[src/ascsd_pkg.sv]
// ----------------------------------------------------------------------------
// ascsd_pkg
// Types, code set numbers and lookup functions shared by the broadcast text
// decoder modules.
// ----------------------------------------------------------------------------
package ascsd_pkg;

  // Code set numbers as they appear on the result channel.
  localparam logic [3:0] CS_UNKNOWN = 4'd0;
  localparam logic [3:0] CS_KANJI   = 4'd1;
  localparam logic [3:0] CS_ALNUM   = 4'd2;
  localparam logic [3:0] CS_HIRA    = 4'd3;
  localparam logic [3:0] CS_KATA    = 4'd4;
  localparam logic [3:0] CS_MOSA    = 4'd5;
  localparam logic [3:0] CS_MOSB    = 4'd6;
  localparam logic [3:0] CS_MOSC    = 4'd7;
  localparam logic [3:0] CS_MOSD    = 4'd8;
  localparam logic [3:0] CS_PALNUM  = 4'd9;
  localparam logic [3:0] CS_PHIRA   = 4'd10;
  localparam logic [3:0] CS_PKATA   = 4'd11;
  localparam logic [3:0] CS_X0201K  = 4'd12;
  localparam logic [3:0] CS_JIS1    = 4'd13;
  localparam logic [3:0] CS_JIS2    = 4'd14;
  localparam logic [3:0] CS_SYMBOLS = 4'd15;

  // Glyph status codes.
  localparam logic [1:0] GS_MAPPED = 2'd0;
  localparam logic [1:0] GS_DOLLAR = 2'd1;
  localparam logic [1:0] GS_SQUARE = 2'd2;

  // Control and escape bytes.
  localparam logic [7:0] B_ESC     = 8'h1b;
  localparam logic [7:0] B_LS0     = 8'h0f;
  localparam logic [7:0] B_LS1     = 8'h0e;
  localparam logic [7:0] B_WIDE    = 8'h24;
  localparam logic [7:0] B_LS2     = 8'h6e;
  localparam logic [7:0] B_LS3     = 8'h6f;
  localparam logic [7:0] B_LS1R    = 8'h7e;
  localparam logic [7:0] B_LS2R    = 8'h7d;
  localparam logic [7:0] B_LS3R    = 8'h7c;

  typedef struct packed {
    logic [7:0] in_byte;
    logic       start_of_string;
  } in_t;

  typedef struct packed {
    logic [3:0] code_set;
    logic [6:0] first_code;
    logic [6:0] second_code;
    logic       two_byte;
    logic [1:0] glyph_status;
  } res_t;

  function automatic logic [3:0] set_of_final(input logic [7:0] f);
    logic [3:0] cs;
    case (f)
      8'h42:   cs = CS_KANJI;
      8'h4a:   cs = CS_ALNUM;
      8'h30:   cs = CS_HIRA;
      8'h31:   cs = CS_KATA;
      8'h32:   cs = CS_MOSA;
      8'h33:   cs = CS_MOSB;
      8'h34:   cs = CS_MOSC;
      8'h35:   cs = CS_MOSD;
      8'h36:   cs = CS_PALNUM;
      8'h37:   cs = CS_PHIRA;
      8'h38:   cs = CS_PKATA;
      8'h49:   cs = CS_X0201K;
      8'h39:   cs = CS_JIS1;
      8'h3a:   cs = CS_JIS2;
      8'h3b:   cs = CS_SYMBOLS;
      default: cs = CS_UNKNOWN;
    endcase
    return cs;
  endfunction

  function automatic logic is_wide(input logic [3:0] cs);
    return (cs == CS_KANJI) || (cs == CS_JIS1) || (cs == CS_JIS2) ||
           (cs == CS_SYMBOLS);
  endfunction

endpackage

[src/ascsd_in_if.sv]
// ----------------------------------------------------------------------------
// ascsd_in_if
// Byte channel into the decoder: valid/ready handshake and one encoded byte.
// ----------------------------------------------------------------------------
interface ascsd_in_if;
  logic       valid;
  logic       ready;
  logic [7:0] in_byte;
  logic       start_of_string;

  modport source (output valid, output in_byte, output start_of_string, input ready);
  modport sink   (input valid, input in_byte, input start_of_string, output ready);
endinterface

[src/ascsd_out_if.sv]
// ----------------------------------------------------------------------------
// ascsd_out_if
// Character channel out of the decoder: valid/ready handshake and one
// decoded character.
// ----------------------------------------------------------------------------
interface ascsd_out_if;
  logic       valid;
  logic       ready;
  logic [3:0] code_set;
  logic [6:0] first_code;
  logic [6:0] second_code;
  logic       two_byte;
  logic [1:0] glyph_status;

  modport source (output valid, output code_set, output first_code, output second_code,
                  output two_byte, output glyph_status, input ready);
  modport sink   (input valid, input code_set, input first_code, input second_code,
                  input two_byte, input glyph_status, output ready);
endinterface

[src/ascsd_in_stage.sv]
// ----------------------------------------------------------------------------
// ascsd_in_stage
// Input register: holds one accepted byte until the decode stage takes it.
// ----------------------------------------------------------------------------
module ascsd_in_stage (
  input  logic              clk_i,
  input  logic              rst_ni,
  input  logic              valid_i,
  output logic              ready_o,
  input  ascsd_pkg::in_t    data_i,
  output logic              valid_o,
  input  logic              pop_i,
  output ascsd_pkg::in_t    data_o
);

  logic           valid_q, valid_d;
  ascsd_pkg::in_t data_q;
  logic           accept;

  // The register refills in the same cycle it is drained.
  assign ready_o = !valid_q || pop_i;
  assign accept  = valid_i && ready_o;

  always_comb begin
    valid_d = valid_q;
    if (accept) begin
      valid_d = 1'b1;
    end else if (pop_i) begin
      valid_d = 1'b0;
    end
  end

  always_ff @(posedge clk_i or negedge rst_ni) begin
    if (!rst_ni) begin
      valid_q <= 1'b0;
    end else begin
      valid_q <= valid_d;
    end
  end

  always_ff @(posedge clk_i) begin
    if (accept) begin
      data_q <= data_i;
    end
  end

  assign valid_o = valid_q;
  assign data_o  = data_q;

endmodule

[src/ascsd_core.sv]
// ----------------------------------------------------------------------------
// ascsd_core
// Decode stage: designation slots, invocation pointers and escape parser.
// Each byte updates the state and yields at most one character.
// ----------------------------------------------------------------------------
module ascsd_core (
  input  logic              clk_i,
  input  logic              rst_ni,
  input  logic              item_valid_i,
  input  ascsd_pkg::in_t    item_i,
  input  logic              take_ready_i,
  output logic              pop_o,
  output logic              res_valid_o,
  output ascsd_pkg::res_t   res_o
);

  typedef enum logic [2:0] {
    PH_IDLE,
    PH_ESC,
    PH_DES1,
    PH_DES2,
    PH_DES2F,
    PH_GL2,
    PH_GR2
  } phase_e;

  logic [3:0] slots_q [4];
  logic [3:0] slots_d [4];
  logic [1:0] gl_q, gl_d;
  logic [1:0] gr_q, gr_d;
  phase_e     ph_q, ph_d;
  logic [1:0] pslot_q, pslot_d;
  logic [7:0] pfirst_q, pfirst_d;
  logic       halt_q, halt_d;

  // State as seen by this byte, after an optional start-of-string reset.
  logic [3:0] eff_slots [4];
  logic [1:0] eff_gl, eff_gr;
  phase_e     eff_ph;
  logic       eff_halt;

  logic [7:0] b;
  logic [6:0] c;
  logic [3:0] cs_gl, cs_gr, fin_cs;
  logic       emit;
  ascsd_pkg::res_t res;

  assign pop_o = item_valid_i && take_ready_i;
  assign b     = item_i.in_byte;
  assign c     = b[6:0];

  always_comb begin
    if (item_i.start_of_string) begin
      eff_slots[0] = ascsd_pkg::CS_KANJI;
      eff_slots[1] = ascsd_pkg::CS_ALNUM;
      eff_slots[2] = ascsd_pkg::CS_HIRA;
      eff_slots[3] = ascsd_pkg::CS_KATA;
      eff_gl       = 2'd0;
      eff_gr       = 2'd2;
      eff_ph       = PH_IDLE;
      pslot_d      = 2'd0;
      pfirst_d     = 8'd0;
      eff_halt     = 1'b0;
    end else begin
      eff_slots = slots_q;
      eff_gl    = gl_q;
      eff_gr    = gr_q;
      eff_ph    = ph_q;
      pslot_d   = pslot_q;
      pfirst_d  = pfirst_q;
      eff_halt  = halt_q;
    end

    cs_gl  = eff_slots[eff_gl];
    cs_gr  = eff_slots[eff_gr];
    fin_cs = ascsd_pkg::set_of_final(b);

    slots_d = eff_slots;
    gl_d    = eff_gl;
    gr_d    = eff_gr;
    halt_d  = eff_halt;
    ph_d    = PH_IDLE;
    emit    = 1'b0;
    res     = '0;

    if (eff_halt) begin
      // A broken right-half pair freezes everything until the next string.
      ph_d = eff_ph;
    end else begin
      case (eff_ph)
        PH_IDLE: begin
          if (b == ascsd_pkg::B_ESC) begin
            ph_d = PH_ESC;
          end else if (b == ascsd_pkg::B_LS0) begin
            gl_d = 2'd0;
          end else if (b == ascsd_pkg::B_LS1) begin
            gl_d = 2'd1;
          end else if (b inside {[8'h20:8'h7f]}) begin
            if (ascsd_pkg::is_wide(cs_gl)) begin
              pfirst_d = b;
              ph_d     = PH_GL2;
            end else begin
              emit             = 1'b1;
              res.code_set     = cs_gl;
              res.first_code   = c;
              res.glyph_status = ((c inside {[7'h21:7'h7e]}) &&
                                  (cs_gl inside {ascsd_pkg::CS_HIRA, ascsd_pkg::CS_KATA,
                                                 ascsd_pkg::CS_ALNUM}))
                                 ? ascsd_pkg::GS_MAPPED : ascsd_pkg::GS_DOLLAR;
            end
          end else if (b inside {[8'ha0:8'hff]}) begin
            if (ascsd_pkg::is_wide(cs_gr)) begin
              pfirst_d = b;
              ph_d     = PH_GR2;
            end else begin
              emit             = 1'b1;
              res.code_set     = cs_gr;
              res.first_code   = c;
              res.glyph_status = ((c inside {[7'h21:7'h7e]}) &&
                                  (cs_gr inside {ascsd_pkg::CS_HIRA, ascsd_pkg::CS_KATA,
                                                 ascsd_pkg::CS_ALNUM}))
                                 ? ascsd_pkg::GS_MAPPED : ascsd_pkg::GS_DOLLAR;
            end
          end
        end
        PH_ESC: begin
          if (b inside {[8'h28:8'h2b]}) begin
            pslot_d = b[1:0];
            ph_d    = PH_DES1;
          end else if (b == ascsd_pkg::B_WIDE) begin
            ph_d = PH_DES2;
          end else if (b == ascsd_pkg::B_LS2) begin
            gl_d = 2'd2;
          end else if (b == ascsd_pkg::B_LS3) begin
            gl_d = 2'd3;
          end else if (b == ascsd_pkg::B_LS1R) begin
            gr_d = 2'd1;
          end else if (b == ascsd_pkg::B_LS2R) begin
            gr_d = 2'd2;
          end else if (b == ascsd_pkg::B_LS3R) begin
            gr_d = 2'd3;
          end
        end
        PH_DES1: begin
          if (!ascsd_pkg::is_wide(fin_cs)) begin
            slots_d[pslot_d] = fin_cs;
          end
        end
        PH_DES2: begin
          if (b inside {[8'h29:8'h2b]}) begin
            pslot_d = b[1:0];
            ph_d    = PH_DES2F;
          end else if (ascsd_pkg::is_wide(fin_cs)) begin
            slots_d[0] = fin_cs;
          end
        end
        PH_DES2F: begin
          if (ascsd_pkg::is_wide(fin_cs)) begin
            slots_d[pslot_d] = fin_cs;
          end
        end
        PH_GL2: begin
          emit             = 1'b1;
          res.code_set     = cs_gl;
          res.first_code   = pfirst_d[6:0];
          res.second_code  = c;
          res.two_byte     = 1'b1;
          res.glyph_status = (cs_gl == ascsd_pkg::CS_KANJI || cs_gl == ascsd_pkg::CS_JIS1)
                             ? ascsd_pkg::GS_MAPPED : ascsd_pkg::GS_SQUARE;
        end
        PH_GR2: begin
          if (!b[7]) begin
            halt_d = 1'b1;
          end else begin
            emit             = 1'b1;
            res.code_set     = cs_gr;
            res.first_code   = pfirst_d[6:0];
            res.second_code  = c;
            res.two_byte     = 1'b1;
            res.glyph_status = (cs_gr == ascsd_pkg::CS_KANJI ||
                                cs_gr == ascsd_pkg::CS_JIS1)
                               ? ascsd_pkg::GS_MAPPED : ascsd_pkg::GS_SQUARE;
          end
        end
        default: begin
          ph_d = PH_IDLE;
        end
      endcase
    end
  end

  always_ff @(posedge clk_i or negedge rst_ni) begin
    if (!rst_ni) begin
      slots_q[0] <= ascsd_pkg::CS_KANJI;
      slots_q[1] <= ascsd_pkg::CS_ALNUM;
      slots_q[2] <= ascsd_pkg::CS_HIRA;
      slots_q[3] <= ascsd_pkg::CS_KATA;
      gl_q       <= 2'd0;
      gr_q       <= 2'd2;
      ph_q       <= PH_IDLE;
      pslot_q    <= 2'd0;
      pfirst_q   <= 8'd0;
      halt_q     <= 1'b0;
    end else if (pop_o) begin
      slots_q    <= slots_d;
      gl_q       <= gl_d;
      gr_q       <= gr_d;
      ph_q       <= ph_d;
      pslot_q    <= pslot_d;
      pfirst_q   <= pfirst_d;
      halt_q     <= halt_d;
    end
  end

  assign res_valid_o = pop_o && emit;
  assign res_o       = res;

endmodule

[src/ascsd_out_stage.sv]
// ----------------------------------------------------------------------------
// ascsd_out_stage
// Result register: holds one decoded character until the sink takes it.
// ----------------------------------------------------------------------------
module ascsd_out_stage (
  input  logic              clk_i,
  input  logic              rst_ni,
  output logic              take_ready_o,
  input  logic              res_valid_i,
  input  ascsd_pkg::res_t   res_i,
  output logic              valid_o,
  input  logic              ready_i,
  output ascsd_pkg::res_t   data_o
);

  logic            valid_q, valid_d;
  ascsd_pkg::res_t data_q;

  assign take_ready_o = !valid_q || ready_i;

  always_comb begin
    valid_d = valid_q;
    if (take_ready_o) begin
      valid_d = res_valid_i;
    end
  end

  always_ff @(posedge clk_i or negedge rst_ni) begin
    if (!rst_ni) begin
      valid_q <= 1'b0;
    end else begin
      valid_q <= valid_d;
    end
  end

  always_ff @(posedge clk_i) begin
    if (take_ready_o && res_valid_i) begin
      data_q <= res_i;
    end
  end

  assign valid_o = valid_q;
  assign data_o  = data_q;

endmodule

[src/arib_string_code_set_decoder_unit.sv]
// A byte goes from the input register through the decode stage into the result register.
// Throughput: one byte per cycle; the decode stage advances whenever the result register
// is empty or being drained, so the sink's ready sets the pace.
// Bytes that make no character (controls, escape sequences, first halves) give no result.
// Reset: asynchronous, active low; empties both registers and restores the initial
// designations, invocations, parser phase and halt flag.
// ----------------------------------------------------------------------------
// arib_string_code_set_decoder_unit
// Byte-serial 8-bit broadcast text decoder: tracks designations and shifts and
// emits each character as its code set, 7-bit codes and glyph status.
// ----------------------------------------------------------------------------
module arib_string_code_set_decoder_unit (
  input  logic        clk_i,
  input  logic        rst_ni,
  ascsd_in_if.sink    in_i,
  ascsd_out_if.source out_o
);

  ascsd_pkg::in_t  in_data, item;
  ascsd_pkg::res_t res, out_data;
  logic            item_valid, pop, take_ready, res_valid;

  assign in_data.in_byte         = in_i.in_byte;
  assign in_data.start_of_string = in_i.start_of_string;

  ascsd_in_stage u_in_stage (
    .clk_i   (clk_i),
    .rst_ni  (rst_ni),
    .valid_i (in_i.valid),
    .ready_o (in_i.ready),
    .data_i  (in_data),
    .valid_o (item_valid),
    .pop_i   (pop),
    .data_o  (item)
  );

  ascsd_core u_core (
    .clk_i        (clk_i),
    .rst_ni       (rst_ni),
    .item_valid_i (item_valid),
    .item_i       (item),
    .take_ready_i (take_ready),
    .pop_o        (pop),
    .res_valid_o  (res_valid),
    .res_o        (res)
  );

  ascsd_out_stage u_out_stage (
    .clk_i        (clk_i),
    .rst_ni       (rst_ni),
    .take_ready_o (take_ready),
    .res_valid_i  (res_valid),
    .res_i        (res),
    .valid_o      (out_o.valid),
    .ready_i      (out_o.ready),
    .data_o       (out_data)
  );

  assign out_o.code_set     = out_data.code_set;
  assign out_o.first_code   = out_data.first_code;
  assign out_o.second_code  = out_data.second_code;
  assign out_o.two_byte     = out_data.two_byte;
  assign out_o.glyph_status = out_data.glyph_status;

endmodule

[src/flat_wrapper.sv]
// flat-port wrapper written by rule: the top's interface ports become plain ports
module arib_string_code_set_decoder_unit_flat 
  (clk_i, rst_ni, in_i_valid, in_i_in_byte, in_i_start_of_string, in_i_ready, out_o_valid, out_o_code_set, out_o_first_code, out_o_second_code, out_o_two_byte, out_o_glyph_status, out_o_ready);
  ascsd_in_if in_i_i ();
  ascsd_out_if out_o_i ();
  input  logic clk_i;
  input  logic rst_ni;
  input wire logic [$bits(in_i_i.valid)-1:0] in_i_valid;
  input wire logic [$bits(in_i_i.in_byte)-1:0] in_i_in_byte;
  input wire logic [$bits(in_i_i.start_of_string)-1:0] in_i_start_of_string;
  output wire logic [$bits(in_i_i.ready)-1:0] in_i_ready;
  output wire logic [$bits(out_o_i.valid)-1:0] out_o_valid;
  output wire logic [$bits(out_o_i.code_set)-1:0] out_o_code_set;
  output wire logic [$bits(out_o_i.first_code)-1:0] out_o_first_code;
  output wire logic [$bits(out_o_i.second_code)-1:0] out_o_second_code;
  output wire logic [$bits(out_o_i.two_byte)-1:0] out_o_two_byte;
  output wire logic [$bits(out_o_i.glyph_status)-1:0] out_o_glyph_status;
  input wire logic [$bits(out_o_i.ready)-1:0] out_o_ready;
  assign in_i_i.valid = in_i_valid;
  assign in_i_i.in_byte = in_i_in_byte;
  assign in_i_i.start_of_string = in_i_start_of_string;
  assign in_i_ready = in_i_i.ready;
  assign out_o_valid = out_o_i.valid;
  assign out_o_code_set = out_o_i.code_set;
  assign out_o_first_code = out_o_i.first_code;
  assign out_o_second_code = out_o_i.second_code;
  assign out_o_two_byte = out_o_i.two_byte;
  assign out_o_glyph_status = out_o_i.glyph_status;
  assign out_o_i.ready = out_o_ready;
  arib_string_code_set_decoder_unit u_core (.clk_i(clk_i), .rst_ni(rst_ni), .in_i(in_i_i), .out_o(out_o_i));
endmodule
[config.mk]
export PLATFORM = sky130hd
export DESIGN_NAME = arib_string_code_set_decoder_unit_flat
export DESIGN_NICKNAME = d
export VERILOG_FILES = /design/src/ascsd_pkg.sv /design/src/ascsd_in_if.sv /design/src/ascsd_out_if.sv /design/src/ascsd_in_stage.sv /design/src/ascsd_core.sv /design/src/ascsd_out_stage.sv /design/src/arib_string_code_set_decoder_unit.sv /design/src/flat_wrapper.sv
export SDC_FILE = /design/constraint.sdc
export NUM_CORES = 1
export LEC_CHECK = 0
export ABC_CLOCK_PERIOD_IN_PS = 3900
export BUFFER_PORTS_ARGS = -buffer_cell sky130_fd_sc_hd__buf_2
export CAP_MARGIN = 0
export CELL_PAD_IN_SITES_DETAIL_PLACEMENT = 1
export CELL_PAD_IN_SITES_GLOBAL_PLACEMENT = 1
export CORE_MARGIN = 2
export CORE_UTILIZATION = 47
export CTS_BUF_LIST = sky130_fd_sc_hd__clkbuf_8 sky130_fd_sc_hd__clkbuf_16
export DETAILED_ROUTE_END_ITERATION = 12
export MAX_ROUTING_LAYER = met4
export PLACE_DENSITY_LB_ADDON = 0.15
export SLEW_MARGIN = 20
export SYNTH_ARGS = -nofsm -noshare
export SYNTH_HDL_FRONTEND = slang
export SYNTH_SLANG_ARGS = --single-unit
[constraint.sdc]
create_clock -name clk_i -period 3.9 [get_ports clk_i]
set_clock_uncertainty 0.15 [all_clocks]
set_input_delay 0.78 -clock clk_i [delete_from_list [all_inputs] [get_ports clk_i]]
set_output_delay 0.78 -clock clk_i [all_outputs]
set_load 0.005 [all_outputs]
# ---- Word level (Yosys, flattened, before mapping)
# Index checks and enable logic that the tools add are counted.
# Widths: inputs -> output; s select.
dict set report totals {
  word_cells 216
  inputBits 13
  regBits 66
}
dict set report classes {
  bitwise_logic 3
  eq_ne 48
  reduce_logical 29
  mux 104
  magnitude_cmp 13
}
# op count
set op_table {}
lappend op_table {{$eq 8x6->1 const B} 13}
lappend op_table {{$mux 8} 10}
lappend op_table {{$mux 11} 7}
lappend op_table {{$eq 8x7->1 const B} 8}
lappend op_table {{$mux 16} 4}
lappend op_table {{$mux 2} 31}
lappend op_table {{$pmux 4 s15} 1}
lappend op_table {{$eq 4x4->1 const B} 9}
lappend op_table {{$pmux 11 s3} 1}
lappend op_table {{$mux 3} 10}
lappend op_table {{$mux 4} 7}
lappend op_table {{$ge 8x6->1 const B} 3}
lappend op_table {{$pmux 12 s2} 1}
lappend op_table {{$mux 21} 1}
lappend op_table {{$mux 1} 20}
lappend op_table {{$bmux 4 s2} 2}
lappend op_table {{$bwmux 16} 1}
lappend op_table {{$eq 4x2->1 const B} 4}
lappend op_table {{$eq 8x4->1 const B} 2}
lappend op_table {{$pmux 8 s2} 1}
lappend op_table {{$eq 4x1->1 const B} 3}
lappend op_table {{$logic_and 1x1->1} 12}
lappend op_table {{$pmux 4 s3} 1}
lappend op_table {{$logic_or 1x1->1} 11}
lappend op_table {{23 further kinds} 34}

# ---- Longest topological paths before layout
dict set report depth {
  depth_word 19
  depth_mapped 8
}

# ---- Hierarchy
# A second synthesis with hierarchy kept.
dict set report unflattened {
  cells_unflattened 406
  area_unflattened_um2 3977.6
}
# mod seq_area_each_um2 area_per_inst_um2 n_inst cells_each
set by_module_without_submodules {}
lappend by_module_without_submodules {ascsd_core 833.3 2969.1 1 368}
lappend by_module_without_submodules {ascsd_out_stage 655.6 684.4 1 25}
lappend by_module_without_submodules {ascsd_in_stage 295.3 324.1 1 13}

# ---- Worst setup path before layout
# Ideal clock, no wire load.
dict set report synth_timing {
  path_type {input to register}
  from {in out_o_ready}
  to {reg u_core.u_out_stage.data_q, in the netlist u_core.u_out_stage.data_o[0] (enable)}
  cell_stages 4
  required_time_ns 3.322
  setup_slack_ns 0.546
  arrival_time_ns 2.776
  setup_time_ns 0.428
  path_buffers 0
  cell_sequence {nand2b_1 -> and2_1 -> o21ai_1 -> o21ai_0}
}
dict set report synth_via {
  elab_chain_len 4
}
# item line
set synth_rtl {}
lappend synth_rtl {{start: declaration} flat_wrapper.sv:18} ;# input wire logic [$bits(out_o_i.ready)-1:0] out_o_ready;
lappend synth_rtl {{$logic_or 1x1->1 *} ascsd_out_stage.sv:19} ;# assign take_ready_o = !valid_q || ready_i;
lappend synth_rtl {{$logic_and 1x1->1} ascsd_core.sv:48} ;# assign pop_o = item_valid_i && take_ready_i;
lappend synth_rtl {{$logic_and 1x1->1} ascsd_core.sv:215} ;# assign res_valid_o = pop_o && emit;
lappend synth_rtl {{$logic_and 1x1->1 *} ascsd_out_stage.sv:37} ;# if (take_ready_o && res_valid_i) begin
lappend synth_rtl {{end signal: assignment} ascsd_out_stage.sv:38} ;# data_q <= res_i;
lappend synth_rtl {{end: declaration} ascsd_out_stage.sv:17} ;# ascsd_pkg::res_t data_q;
# Every way passes the cells marked *; elsewhere a longest branch is shown, timed or not.
# A chain may end at the register's enable or synchronous reset.

# ---- Worst setup path in the final report
dict set report layout_timing {
  from {reg u_core.u_core.gr_q[0]}
  to {reg u_core.u_out_stage.data_q, in the netlist u_core.u_out_stage.data_o[10] (enable)}
}
dict set report layout_via {
  elab_chain_len 19
}
# item line
set layout_rtl {}
lappend layout_rtl {{start: declaration} ascsd_core.sv:30} ;# logic [1:0] gr_q, gr_d;
lappend layout_rtl {{start signal: assignment} ascsd_core.sv:207} ;# gr_q <= gr_d;
lappend layout_rtl {{$mux 2 *} ascsd_core.sv:53} ;# if (item_i.start_of_string) begin
lappend layout_rtl {{$not 2->3 (implied by the code) *} ascsd_core.sv:75} ;# cs_gr = eff_slots[eff_gr];
lappend layout_rtl {{$bmux 4 s2 *} ascsd_core.sv:75}
lappend layout_rtl {{$mux 4 (implied by the code) * (2 in series)} ascsd_core.sv:75}
lappend layout_rtl {{$eq 4x1->1 or $eq 4x4->1 (tied branches)} ascsd_pkg.sv:79} ;# return (cs == CS_KANJI) || (cs == CS_JIS1) || (cs == CS_JIS2) ||
lappend layout_rtl {{$logic_or 1x1->1 (2 in series)} ascsd_pkg.sv:79}
lappend layout_rtl {{$logic_or 1x1->1 *} ascsd_pkg.sv:79}
lappend layout_rtl {{$mux 1 *} ascsd_core.sv:112} ;# if (ascsd_pkg::is_wide(cs_gr)) begin
lappend layout_rtl {{$mux 1 *} ascsd_core.sv:111} ;# end else if (b inside {[8'ha0:8'hff]}) begin
lappend layout_rtl {{$mux 1 *} ascsd_core.sv:98} ;# end else if (b inside {[8'h20:8'h7f]}) begin
lappend layout_rtl {{$mux 1 *} ascsd_core.sv:96} ;# end else if (b == ascsd_pkg::B_LS1) begin
lappend layout_rtl {{$mux 1 *} ascsd_core.sv:94} ;# end else if (b == ascsd_pkg::B_LS0) begin
lappend layout_rtl {{$mux 1 *} ascsd_core.sv:92} ;# if (b == ascsd_pkg::B_ESC) begin
lappend layout_rtl {{$pmux 1 s3 *} ascsd_core.sv:90} ;# case (eff_ph)
lappend layout_rtl {{$mux 1 *} ascsd_core.sv:86} ;# if (eff_halt) begin
lappend layout_rtl {{$logic_and 1x1->1 *} ascsd_core.sv:215}
lappend layout_rtl {{$logic_and 1x1->1 *} ascsd_out_stage.sv:37}
# Every way passes the cells marked *; elsewhere a longest branch is shown, timed or not. The select of a mux whose other input is x is not followed.

==> metrics.txt <==
# TYPE chip_impl_metric gauge
chip_impl_info{name="yosys_top_cell_by_area",value="sky130_fd_sc_hd__edfxtp_1"} 1
chip_impl_metric{name="wirelength_met1",unit="mm"} 5.178
chip_impl_info{name="status",value="complete, no violations"} 1
chip_impl_metric{name="initial_antenna_violation_count",unit=""} 0
chip_impl_metric{name="post_placement_cell_area",unit="um^2"} 4240
chip_impl_info{name="rsz_0062_raised_after_global_routing",value="no"} 1
chip_impl_info{name="cp-startpoint",value="u_core.u_core.gr_q[0]$_DFFE_PN0P_"} 1
chip_impl_metric{name="fp.dieW",unit="um"} 97.22
chip_impl_metric{name="p_comb_frac",unit=""} 0.249
chip_impl_metric{name="level_count_of_the_clock_h_tree",unit=""} 3
chip_impl_metric{name="pin_count_of_the_biggest_net_entering_global_routing",unit=""} 36
chip_impl_metric{name="route.detailed.wl_per_inst",unit="um"} 21.95
chip_impl_metric{name="report.final.setup_viol",unit=""} 0
chip_impl_info{name="worstSetupStartpointType",value="flip-flop"} 1
chip_impl_info{name="timing.setup.critical_path_class",value="reg -> reg"} 1
chip_impl_metric{name="ys_ff_latch",unit=""} 65
chip_impl_metric{name="clock_power_share",unit=""} 0.295
chip_impl_metric{name="reg2reg_depth",unit=""} 6
chip_impl_metric{name="synthesis.instances",unit=""} 409
chip_impl_metric{name="multi_input_comb_area",unit="um^2"} 2042
chip_impl_metric{name="timing.final.hold_violations",unit=""} 0
chip_impl_metric{name="final_max_slew_viol_count",unit=""} 0
chip_impl_metric{name="met3WireLength",unit="um"} 647
chip_impl_metric{name="crit_share_post_route",unit=""} 0.8170
chip_impl_info{name="cts_tree",value="built"} 1
chip_impl_metric{name="antenna-diode-count",unit=""} 0
chip_impl_metric{name="synthSimpleGateAreaFrac",unit=""} 0.1979
chip_impl_metric{name="final_layout_size_suffix_gt1_frac",unit=""} 0.2037
chip_impl_metric{name="core_area",unit="um^2"} 8551
chip_impl_metric{name="tightestPinTransition",unit="ns"} 0.9825
chip_impl_metric{name="maxSlewHeadroom",unit=""} 0.3450
chip_impl_metric{name="critical_path.max_fanout",unit=""} 21
chip_impl_metric{name="critical_path_required",unit="ns"} 3.77
chip_impl_metric{name="via_count",unit=""} 3507
chip_impl_metric{name="floorplan.initialDensity",unit=""} 0.4776
chip_impl_metric{name="reg2reg_slack",unit="ns"} 0.71
chip_impl_metric{name="global_route.usage.total",unit=""} 0.2652
chip_impl_info{name="timing.hold.worst.class",value="reg -> reg"} 1
chip_impl_info{name="routed.top_layer",value="met4"} 1
chip_impl_metric{name="avgViaCountPerCell",unit=""} 6.435
chip_impl_metric{name="hold_buffers",unit=""} 0
chip_impl_metric{name="yosysSeqAreaShare",unit=""} 0.4369
chip_impl_info{name="crit_slowest_cell",value="sky130_fd_sc_hd__mux4_2"} 1
chip_impl_metric{name="mappedNetlistNets",unit=""} 422
chip_impl_metric{name="fillers",unit=""} 987
chip_impl_metric{name="seqCellArea",unit="um^2"} 1784
chip_impl_metric{name="clock_tree_sinks",unit=""} 65
chip_impl_metric{name="place_inst",unit=""} 529
chip_impl_metric{name="max-cap-violations",unit=""} 0
chip_impl_metric{name="worst_ir_drop_vdd",unit="mV"} 0.2444
chip_impl_info{name="cp_cell_sequence",value="mux4_2 > or3_1 > o22ai_2 > a21oi_2 > o21ai_0 > o21ai_4"} 1
chip_impl_metric{name="post-dp-hpwl",unit="mm"} 8.684
chip_impl_metric{name="place_congestion",unit=""} 0.9123
chip_impl_metric{name="arrival",unit="ns"} 3.05
chip_impl_metric{name="path_clk_slew",unit="ns"} 0.08
chip_impl_info{name="timing.rr.end",value="u_core.u_out_stage.data_o[10]$_SDFFCE_PP0P_"} 1
chip_impl_metric{name="wirelength",unit="mm"} 11.97
chip_impl_metric{name="placementRows",unit=""} 34
chip_impl_metric{name="muxShareOfSynthArea",unit=""} 0.06311
chip_impl_metric{name="die_area",unit="um^2"} 9451
chip_impl_metric{name="buffer_ports.inserted",unit=""} 35
chip_impl_info{name="rr_startpoint",value="u_core.u_core.gr_q[0]$_DFFE_PN0P_"} 1
chip_impl_metric{name="grt_first_pass_wirelength",unit="mm"} 19.24
chip_impl_metric{name="power_report.internal_total",unit="mW"} 1.352
chip_impl_info{name="cp-end-kind",value="flip-flop"} 1
chip_impl_metric{name="synthAdderAreaFrac",unit=""} 0
chip_impl_metric{name="dieHeight",unit="um"} 97.22
chip_impl_metric{name="drc",unit=""} 0
chip_impl_metric{name="ys.warnings.count",unit=""} 0
chip_impl_metric{name="drt.antenna.violating_nets",unit=""} 0
chip_impl_metric{name="wl_met2",unit="mm"} 5.756
chip_impl_metric{name="clk_latency",unit="ns"} 0.35
chip_impl_info{name="cts-root-buf",value="sky130_fd_sc_hd__clkbuf_8"} 1
chip_impl_info{name="synth_common_cells",value="sky130_fd_sc_hd__nand2_1, sky130_fd_sc_hd__nor2_1, sky130_fd_sc_hd__edfxtp_1"} 1
chip_impl_metric{name="post_synth_xor_area_fraction",unit=""} 0.004289
chip_impl_metric{name="final_cell_count_no_fill",unit=""} 545
chip_impl_info{name="synth_top_family_by_area",value="compound AO/OA/AOI/OAI gates"} 1
chip_impl_metric{name="ctsLongestPathBuffers",unit=""} 2
chip_impl_metric{name="p_per_area",unit="nW/um^2"} 456.6
chip_impl_metric{name="count_of_flip_flops_with_a_built_in_enable_after_synthesis",unit=""} 30
chip_impl_metric{name="detailedRoute.firstPassIterationCount",unit=""} 4
chip_impl_metric{name="power.sequential.fraction",unit=""} 0.456
chip_impl_metric{name="max_clock_freq",unit="GHz"} 0.3138
chip_impl_metric{name="complex_gate_fraction_of_the_synthesized_area",unit=""} 0.2319
chip_impl_metric{name="grt.overflow.total",unit=""} 0
chip_impl_metric{name="synth_top_area_frac",unit=""} 0.2206
chip_impl_metric{name="vias_in_the_first_global_route",unit=""} 3511
chip_impl_metric{name="fin_setup_tns",unit="ns"} 0
chip_impl_metric{name="cts_resized",unit=""} 0
chip_impl_metric{name="synthesis.area_per_instance",unit="um^2"} 9.985
chip_impl_metric{name="postCtsSetupBuffers",unit=""} 0
chip_impl_metric{name="static-leakage-power",unit="nW"} 1.705
chip_impl_metric{name="total_power",unit="mW"} 2.033
chip_impl_info{name="cp-endpoint",value="u_core.u_out_stage.data_o[10]$_SDFFCE_PP0P_"} 1
chip_impl_metric{name="post_route_cell_area",unit="um^2"} 4452
chip_impl_metric{name="ys_types",unit=""} 74
chip_impl_metric{name="drt_iter0_markers",unit=""} 216
chip_impl_metric{name="synthesis.area",unit="um^2"} 4084
chip_impl_metric{name="utilization",unit=""} 0.5206
chip_impl_info{name="yosys_most_used_dff",value="sky130_fd_sc_hd__edfxtp_1"} 1
chip_impl_metric{name="power_switching",unit="mW"} 0.6809
chip_impl_metric{name="critical_path.max_stage_delay",unit="ns"} 0.62
chip_impl_metric{name="switching_share",unit=""} 0.3350
chip_impl_info{name="synth.most_common_cell",value="sky130_fd_sc_hd__nand2_1"} 1
chip_impl_metric{name="cts_buffers",unit=""} 9
chip_impl_metric{name="boundaryPins",unit=""} 36
chip_impl_metric{name="final_nets",unit=""} 445
chip_impl_metric{name="synth-async-reset-ratio",unit=""} 0.5385
chip_impl_metric{name="finalCriticalPeriod",unit="ns"} 3.186
chip_impl_info{name="netlist_top_cells_area",value="sky130_fd_sc_hd__edfxtp_1, sky130_fd_sc_hd__dfrtp_1, sky130_fd_sc_hd__a22o_1"} 1
chip_impl_metric{name="syn_to_final_growth",unit="%"} 9.007
layout make-up:
class	instances	area share
multi-input combinational	299	0.4587
sequential	65	0.4008
timing repair buffer	39	0.04609
clock buffer	10	0.03092
tap	108	0.03035
inverter	18	0.01827
clock inverter	6	0.01490
logic make-up (layout without fill, tap and decap cells):
family	Yosys count	count (layout)
compound gates	131	131
xor+xnor	2	2
buf+inv	45	73
flops	65	65
mux	15	15
simple gates	151	151
per-stage QoR:
| step | hold WS (ns) | worst slack (ns) |
|---|---|---|
| floorplan | 0.2941 | 0.5457 |
| global placement | 0.3145 | 0.7595 |
| detailed placement | 0.3328 | 0.6209 |
| CTS | 0.3440 | 0.6868 |
| global route | 0.3604 | 0.5677 |
| finish | 0.3423 | 0.7137 |
power groups by stage:
stage               registers (mW)  clock network [mW]  logic, mW
finish                       0.928               0.600      0.505
global route                 0.940               0.633      0.553
CTS                          0.926               0.606      0.501
detailed placement           0.940                   0      0.496
global placement             0.936                   0      0.479
floorplan                    0.886                   0      0.397
layout by cell type, fill, tap and decap left out, types with 3 or more instances in the layout:
master	n
sky130_fd_sc_hd__o2bb2ai_1	5
sky130_fd_sc_hd__a22o_1	19
sky130_fd_sc_hd__a21oi_1	20
sky130_fd_sc_hd__a32oi_1	3
sky130_fd_sc_hd__nand4_1	4
sky130_fd_sc_hd__inv_1	17
sky130_fd_sc_hd__mux4_2	7
sky130_fd_sc_hd__o21ai_1	3
sky130_fd_sc_hd__nand2_1	38
sky130_fd_sc_hd__edfxtp_1	30
sky130_fd_sc_hd__nor3_1	11
sky130_fd_sc_hd__and3_1	3
sky130_fd_sc_hd__buf_4	4
sky130_fd_sc_hd__mux2i_1	4
sky130_fd_sc_hd__dfstp_2	6
sky130_fd_sc_hd__dfrtp_1	29
sky130_fd_sc_hd__a22oi_1	3
sky130_fd_sc_hd__nor2_1	31
sky130_fd_sc_hd__mux2_2	3
sky130_fd_sc_hd__o22ai_1	13
sky130_fd_sc_hd__a2bb2oi_1	3
sky130_fd_sc_hd__clkbuf_8	10
sky130_fd_sc_hd__buf_2	35
sky130_fd_sc_hd__nor2b_1	8
sky130_fd_sc_hd__o21ai_0	19
sky130_fd_sc_hd__nand3_1	12
sky130_fd_sc_hd__or3_1	4
sky130_fd_sc_hd__nand2b_1	6
sky130_fd_sc_hd__a31oi_1	4
sky130_fd_sc_hd__o21a_1	3
sky130_fd_sc_hd__nor4b_1	3
sky130_fd_sc_hd__nor3b_1	4
sky130_fd_sc_hd__and2_1	11
sky130_fd_sc_hd__a21o_1	3
how the worst min path moves through the flow:
stage / start / endpoint / slack, ns / cells after the start
floorplan: u_core.u_core.slots_q[9]$_DFFE_PN1P_ / u_core.u_core.slots_q[9]$_DFFE_PN1P_ / 0.29 / 2
global placement: u_core.u_core.slots_q[9]$_DFFE_PN1P_ / u_core.u_core.slots_q[9]$_DFFE_PN1P_ / 0.31 / 2
detailed placement: u_core.u_core.slots_q[9]$_DFFE_PN1P_ / u_core.u_core.slots_q[9]$_DFFE_PN1P_ / 0.33 / 2
CTS: u_core.u_core.slots_q[9]$_DFFE_PN1P_ / u_core.u_core.slots_q[9]$_DFFE_PN1P_ / 0.34 / 2
global route: u_core.u_core.slots_q[9]$_DFFE_PN1P_ / u_core.u_core.slots_q[9]$_DFFE_PN1P_ / 0.36 / 2
finish: u_core.u_core.slots_q[9]$_DFFE_PN1P_ / u_core.u_core.slots_q[9]$_DFFE_PN1P_ / 0.34 / 2
state kept, by name (all words and copies together), names as in the netlist:
name and flops:
u_core.u_in_stage.valid_o 1, u_core.u_core.gl_q 2, u_core.u_core.halt_q 1, u_core.u_in_stage.data_o 9
u_core.u_out_stage.valid_o 1, u_core.u_core.gr_q 2, u_core.u_core.slots_q 16, u_core.u_core.pfirst_q 7
u_core.u_core.pslot_q 2, u_core.u_core.ph_q 3, u_core.u_out_stage.data_o 21
layer usage:
metal / GRT usage / up-vias
met1: 0.3483 / 1749
met5: - / -
met3: 0.03957 / 31
met4: 0.1165 / 0
li1: - / 1605
met2: 0.4124 / 122
worst max-delay path: cells and delay by family, from the launching register on:
kind	cells	cell delay, ns
flip-flops	1	0.50
AO/OA/AOI/OAI	4	1.19
AND/OR/NAND/NOR	1	0.40
multiplexers	1	0.62
Note: power is estimated with default switching activity, not from simulation.
